$ cat config.mk
export PLATFORM = sky130hd
export DESIGN_NAME = mpc_div_chain
export DESIGN_NICKNAME = d
export VERILOG_FILES = /design/src/mpc_pkg.sv /design/src/mpc_div_cell.sv /design/src/mpc_div_chain.sv
export SDC_FILE = /design/constraint.sdc
export NUM_CORES = 2
export LEC_CHECK = 0
export BUFFER_PORTS_ARGS = -buffer_cell sky130_fd_sc_hd__clkbuf_2
export CAP_MARGIN = 20
export CORE_MARGIN = 2
export CORE_UTILIZATION = 59
export CTS_BUF_LIST = sky130_fd_sc_hd__clkbuf_8
export CTS_CLUSTER_SIZE = 40
export DETAILED_ROUTE_END_ITERATION = 10
export PLACE_DENSITY = 0.78
export SLEW_MARGIN = 20
export SYNTH_ARGS = -nofsm -noshare
export SYNTH_HDL_FRONTEND = slang
export SYNTH_SLANG_ARGS = --single-unit
$ cat constraint.sdc
create_clock -name clk -period 2.4 [get_ports clk]
set_input_delay 0.12 -clock clk [delete_from_list [all_inputs] [get_ports clk]]
set_output_delay 0.12 -clock clk [all_outputs]
set_load 0.05 [all_outputs]
$ cat src/mpc_pkg.sv
`timescale 1ns / 1ps
// ----------------------------------------------------------------------------
// mpc_pkg
// Shared widths, register indexes, reset values and types of the Mandelbrot
// pixel colorer.
// ----------------------------------------------------------------------------
package mpc_pkg;

    localparam int PIX_BITS       = 12;
    localparam int SIZE_BITS      = 13;
    localparam int ITER_BITS      = 12;
    localparam int CFG_BITS       = 32;
    localparam int COLOR_BITS     = 8;
    localparam int CFG_INDEX_BITS = 3;

    localparam int SPAN_BITS      = CFG_BITS + 1;
    localparam int DIV_NUM_BITS   = PIX_BITS + SPAN_BITS;
    localparam int DIV_DEN_BITS   = SIZE_BITS;

    localparam int FRAC_BITS_DEF  = 24;
    localparam int COORD_BITS_DEF = 32;

    localparam logic [CFG_INDEX_BITS-1:0] REG_COORD_MIN     = 3'd0;
    localparam logic [CFG_INDEX_BITS-1:0] REG_COORD_MAX     = 3'd1;
    localparam logic [CFG_INDEX_BITS-1:0] REG_IMAGE_WIDTH   = 3'd2;
    localparam logic [CFG_INDEX_BITS-1:0] REG_IMAGE_HEIGHT  = 3'd3;
    localparam logic [CFG_INDEX_BITS-1:0] REG_MAX_ITER      = 3'd4;

    localparam logic [CFG_BITS-1:0]  COORD_MIN_RST = 32'hFF00_0000;
    localparam logic [CFG_BITS-1:0]  COORD_MAX_RST = 32'h0200_0000;
    localparam logic [SIZE_BITS-1:0] SIZE_RST      = 13'd2560;
    localparam logic [ITER_BITS-1:0] MAX_ITER_RST  = 12'd200;

    // one stage of the restoring divider chain
    typedef struct packed {
        logic                    valid;
        logic [DIV_DEN_BITS-1:0] rem;
        logic [DIV_NUM_BITS-1:0] acc;
        logic [DIV_DEN_BITS-1:0] den;
    } div_stage_t;

    typedef struct packed {
        logic                 done;
        logic [ITER_BITS-1:0] count;
    } esc_status_t;

endpackage

$ cat src/mpc_div_cell.sv
`timescale 1ns / 1ps
// ----------------------------------------------------------------------------
// mpc_div_cell
// One cell of the divider chain: resolves one quotient bit per cycle.
// ----------------------------------------------------------------------------
module mpc_div_cell (
    input  logic                clk,
    input  logic                rst_n,
    input  mpc_pkg::div_stage_t stage_in,
    output mpc_pkg::div_stage_t stage_out
);
    import mpc_pkg::*;

    logic [DIV_DEN_BITS:0]   trial;
    logic [DIV_DEN_BITS:0]   diff;
    logic                    qbit;
    div_stage_t              stage_next;
    div_stage_t              stage_reg;

    always_comb
    begin
        trial = {stage_in.rem, stage_in.acc[DIV_NUM_BITS-1]};
        diff  = trial - {1'b0, stage_in.den};
        qbit  = (trial >= {1'b0, stage_in.den});
        stage_next       = stage_in;
        stage_next.rem   = qbit ? diff[DIV_DEN_BITS-1:0] : trial[DIV_DEN_BITS-1:0];
        stage_next.acc   = {stage_in.acc[DIV_NUM_BITS-2:0], qbit};
    end

    always_ff @(posedge clk or negedge rst_n)
    begin
        if (!rst_n)
        begin
            stage_reg <= '0;
        end
        else
        begin
            stage_reg <= stage_next;
        end
    end

    assign stage_out = stage_reg;

endmodule

$ cat src/mpc_div_chain.sv
`timescale 1ns / 1ps
// ----------------------------------------------------------------------------
// mpc_div_chain
// Row of divider cells, one quotient bit per cell, a new operation per cycle.
// ----------------------------------------------------------------------------
module mpc_div_chain (
    input  logic                clk,
    input  logic                rst_n,
    input  mpc_pkg::div_stage_t req,
    output mpc_pkg::div_stage_t res
);
    import mpc_pkg::*;

    div_stage_t stages [DIV_NUM_BITS+1];

    assign stages[0] = req;

    for (genvar i = 0; i < DIV_NUM_BITS; i++)
    begin : g_cell
        mpc_div_cell u_cell (
            .clk      (clk),
            .rst_n    (rst_n),
            .stage_in (stages[i]),
            .stage_out(stages[i+1])
        );
    end

    assign res = stages[DIV_NUM_BITS];

endmodule

==> out/qor.txt <==
==================================================================================================
Worst rel slew slack                                                                        40.18%
Worst path slowest cell                                                                    dfrtp_1
Hold Fails Final Rpt                                                                             0
Async set-reset flop share out of synthesis                                                 100.0%
Nets in the synthesized netlist                                                              8,793
Share of synthesized area occupied by flip-flops and latches                                69.20%
Worst slew pin tran                                                                      0.8860 ns
Top post-synthesis cells by area                                                      dfrtp_1 (69%), ha_1 (6.2%), mux2_2 (4.3%), inv_1 (2.4%), xnor2_1 (1.5%)
R2R setup slack                                                                           -0.82 ns
Post-synth top area share                                                                   69.20%
RePlAce Congestion                                                                          0.8939
Maximum root-to-sink buffer count                                                                4
Leading cell types in the layout, fill and taps excluded                              dfrtp_1 (3,225), buf_4 (1,022), inv_1 (782)
Flip-flop count of the largest register after layout                                         3,240
Width of the die                                                                          449.6 um
Endpoint arrival time on the critical path                                                 4.25 ns
Startpoint types                                                                              flop
IO buf count                                                                                   145
Number of rows in the core area                                                                163
Portion of total power attributed to sequential cells                                        35.6%
Share of power burned in the clock network                                                   22.4%
CP Class                                                                              flop to flop
Leading area contributor after synthesis                                                   dfrtp_1
Run status                                                                            finished with violations
Cell Area, Placed                                                                     128,600 um^2
Worst min-delay path startpoint                                                            req[43]
Peak clock frequency supported by timing                                                 310.2 MHz
Area of the die                                                                       202,200 um^2
Final period utilization                                                                    134.3%
Clock tree sinks                                                                             3,240
Violations in the final reports                                                       DRC, setup timing
Top-level port count                                                                           146
Switching power as a share of total power                                                   33.86%
Hold path cells                                                                                  3
Kind of capture point of the worst setup path                                                 flop
Total iterations of the first detailed-routing run                                              11
Total global-route track usage                                                              26.58%
WL per Instance                                                                           22.48 um
Largest net degree at the start of global routing                                              118
Source-to-sink clock delay at the later pin of the worst-skew pair                         1.16 ns
Min-Delay Endpoint                                                                    g_cell[0].u_cell.stage_out[44]$_DFF_PN0_
Number of antenna violations at the first check in global routing                               39
Wire length after detailed routing                                                      294,400 um
Min setup slack post-route                                                              -0.8237 ns
Post-Synthesis Cells                                                                         8,089
Net count of the finished layout                                                            10,760
DRC marker count from the first detailed-route iteration                                     6,440
Vias in the first global route                                                              77,720
List of cells traversed by the critical path                                          inv_1, ha_1, nand4_1, o211ai_1, a21oi_2, o21a_4, buf_12, mux2_4
Overflow after GRT                                                                               0
TritonCTS clock tree                                                                           yes
Combined area of all synthesized cells                                                117,200 um^2
Clk Tree Root Cell                                                                        clkbuf_8
H-tree levels                                                                                    5
Min cycle time layout                                                                     3.224 ns
Mean instance size in the synthesized netlist                                           14.48 um^2
Dpl hpwl                                                                                157,400 um
CTS buffer count                                                                               494
Wire length of the first global-routing pass                                            424,300 um
Power Density                                                                         1444 nW/um^2
Required time of the critical path                                                         3.43 ns
Final Max Slew Viols                                                                             0
Pre-CTS worst setup slack                                                               -0.4946 ns
Cell count of the worst reg-to-reg path                                                          8
Reg-to-Reg Start                                                                      g_cell[22].u_cell.stage_out[5]$_DFF_PN0_
Worst clock skew                                                                         0.1354 ns
Number of max-cap violations                                                                     0
Share of layout cells above drive strength 1                                                31.56%
DR vias                                                                                     73,590
Number of library cell types mapped by synthesis                                                70
Static power due to leakage                                                               70.23 nW
Worst stage delay on the critical path                                                     0.54 ns
Growth of design area from synthesis to finish                                              27.18%
Floorplan die height                                                                      449.6 um
Post-detailed-route DRC marker count                                                             4
Yosys Warn Count                                                                                 0
Internal power summed over all cells                                                      0.1424 W
Routed vias/inst                                                                             5.619
Post-synthesis sequential element count                                                      3,240
Placeable core region                                                                 197,400 um^2
Unrepaired setup endpoints after global routing                                               true
Number of flops mapped to enable cells by yosys                                                  0
Power dissipated by switching net loads                                                  0.07287 W
Number of antenna-violating nets in the routed design                                            0
Final Instance Area                                                                   149,000 um^2
Reg2Reg Capture Point                                                                 g_cell[23].u_cell.stage_out[60]$_DFF_PN0_
Clock transition time at the flip-flop clock pins of the worst setup and hold paths        0.09 ns
Hold WC Path Type                                                                     input port to flop
Most common library cell in the layout ignoring fill and taps                              dfrtp_1
Ys flop type                                                                               dfrtp_1
Fraction of power consumed by combinational cells                                            42.0%
VDD IR-drop max                                                                           1.006 mV
Crit path max fanout                                                                             7
Number of endpoints failing setup at the final stage                                           548
Initial Utilization                                                                         59.35%
==================================================================================================
metrics by stage:
step | util (%) | setup TNS [ns] | total power [W] | instances | hold slack, ns
3_5_place_dp | 65.13 | -110.13 | 0.1438 | 11670 | 0.1260
3_3_place_gp | 65.13 | -73.97 | 0.1404 | 11670 | 0.1368
6_report | 75.48 | -126.02 | 0.2152 | 13100 | 0.1336
5_1_grt | 75.47 | -158.68 | 0.2254 | 13090 | 0.07946
2_1_floorplan | - | -9.430 | 0.1212 | 8089 | -0.1756
4_1_cts | 72.81 | -67.55 | 0.1988 | 12850 | 0.04405
per-layer routing:
layer  GRT usage, %  wire, um
met5              0       229
met4          14.12     20030
met3          4.795     18490
met2          45.32    146700
met1          32.43    108900
critical path, delay by kind of cell (launching register included):
family / cells / cell delay (ns)
AO/OA/AOI/OAI: 3 / 0.91
multiplexers: 1 / 0.39
flip-flops: 1 / 0.54
buffers and inverters: 2 / 0.28
adder cells (fa/ha/maj): 1 / 0.44
AND/OR/NAND/NOR: 1 / 0.50
cell families (layout without fill, tap and decap cells):
| logic type | after synthesis | in the layout | synth area share [%] |
|---|---|---|---|
| buffers and inverters | 820 | 3169 | 2.764 |
| XOR/XNOR | 350 | 350 | 2.616 |
| flip-flops | 3240 | 3240 | 69.20 |
| AND/OR/NAND/NOR | 1086 | 1086 | 4.568 |
| other | 0 | 18 | 0 |
| adder cells (fa/ha/maj) | 630 | 630 | 7.016 |
| multiplexers | 597 | 597 | 5.604 |
| AO/OA/AOI/OAI | 1366 | 1366 | 8.231 |
synth_stat cells, types with 28 or more instances:
library cell / n
a21boi_0: 57
nand3_1: 51
nor2b_1: 106
xnor2_1: 198
o21ai_0: 224
nand2_1: 228
o21a_1: 155
nor4_1: 28
and3_1: 36
o21ai_1: 40
fa_1: 45
nor2_1: 318
mux2_2: 447
mux2i_1: 125
a211oi_1: 80
a221o_1: 31
dfrtp_1: 3240
o211ai_1: 65
o31a_1: 54
xor2_1: 152
nand2b_1: 35
a21o_1: 143
a21oi_1: 301
inv_1: 754
o31ai_1: 34
nand4_1: 69
ha_1: 585
nor3_1: 120
layout make-up:
cell class	instances	area, um^2
diodes	18	45.04
clock buffers	657	9042
clock inverters	225	1483
fillers	10920	48410
inverters	754	2848
multi-input cells	4029	37740
flip-flops and latches	3240	81100
well taps	2640	3303
repair buffers	1533	13450
worst max path at each step:
stage	from	end	slack [ns]	cells past startpoint
global placement	g_cell[11].u_cell.stage_out[57]$_DFF_PN0_	g_cell[12].u_cell.stage_out[60]$_DFF_PN0_	-0.49	10
detailed placement	g_cell[11].u_cell.stage_out[57]$_DFF_PN0_	g_cell[12].u_cell.stage_out[62]$_DFF_PN0_	-0.49	10
finish	g_cell[22].u_cell.stage_out[5]$_DFF_PN0_	g_cell[23].u_cell.stage_out[60]$_DFF_PN0_	-0.82	8
CTS	g_cell[39].u_cell.stage_out[1]$_DFF_PN0_	g_cell[40].u_cell.stage_out[69]$_DFF_PN0_	-0.32	9
floorplan	g_cell[31].u_cell.stage_out[1]$_DFF_PN0_	g_cell[32].u_cell.stage_out[69]$_DFF_PN0_	-0.12	9
global route	g_cell[22].u_cell.stage_out[5]$_DFF_PN0_	g_cell[23].u_cell.stage_out[60]$_DFF_PN0_	-0.80	8
power by group through the flow:
stage,Combinational [W],Sequential (W),Clock [W]
finish,0.0904,0.0766,0.0482
global route,0.0959,0.0777,0.0518
CTS,0.0746,0.0759,0.0483
detailed placement,0.0673,0.0765,0
global placement,0.0646,0.0759,0
floorplan,0.0463,0.0749,0
timing repair:
action / in CTS / in global routing
gates resized for setup: 455 / 863
hold buffers: 147 / 0
gates cloned: 12 / 24
setup endpoints to repair: 592 / 621
setup buffers: 145 / 237
pin swaps: 146 / 310
endpoints found under the hold margin: 3312 / 0
No activity file was read; power rests on OpenSTA's default activity.
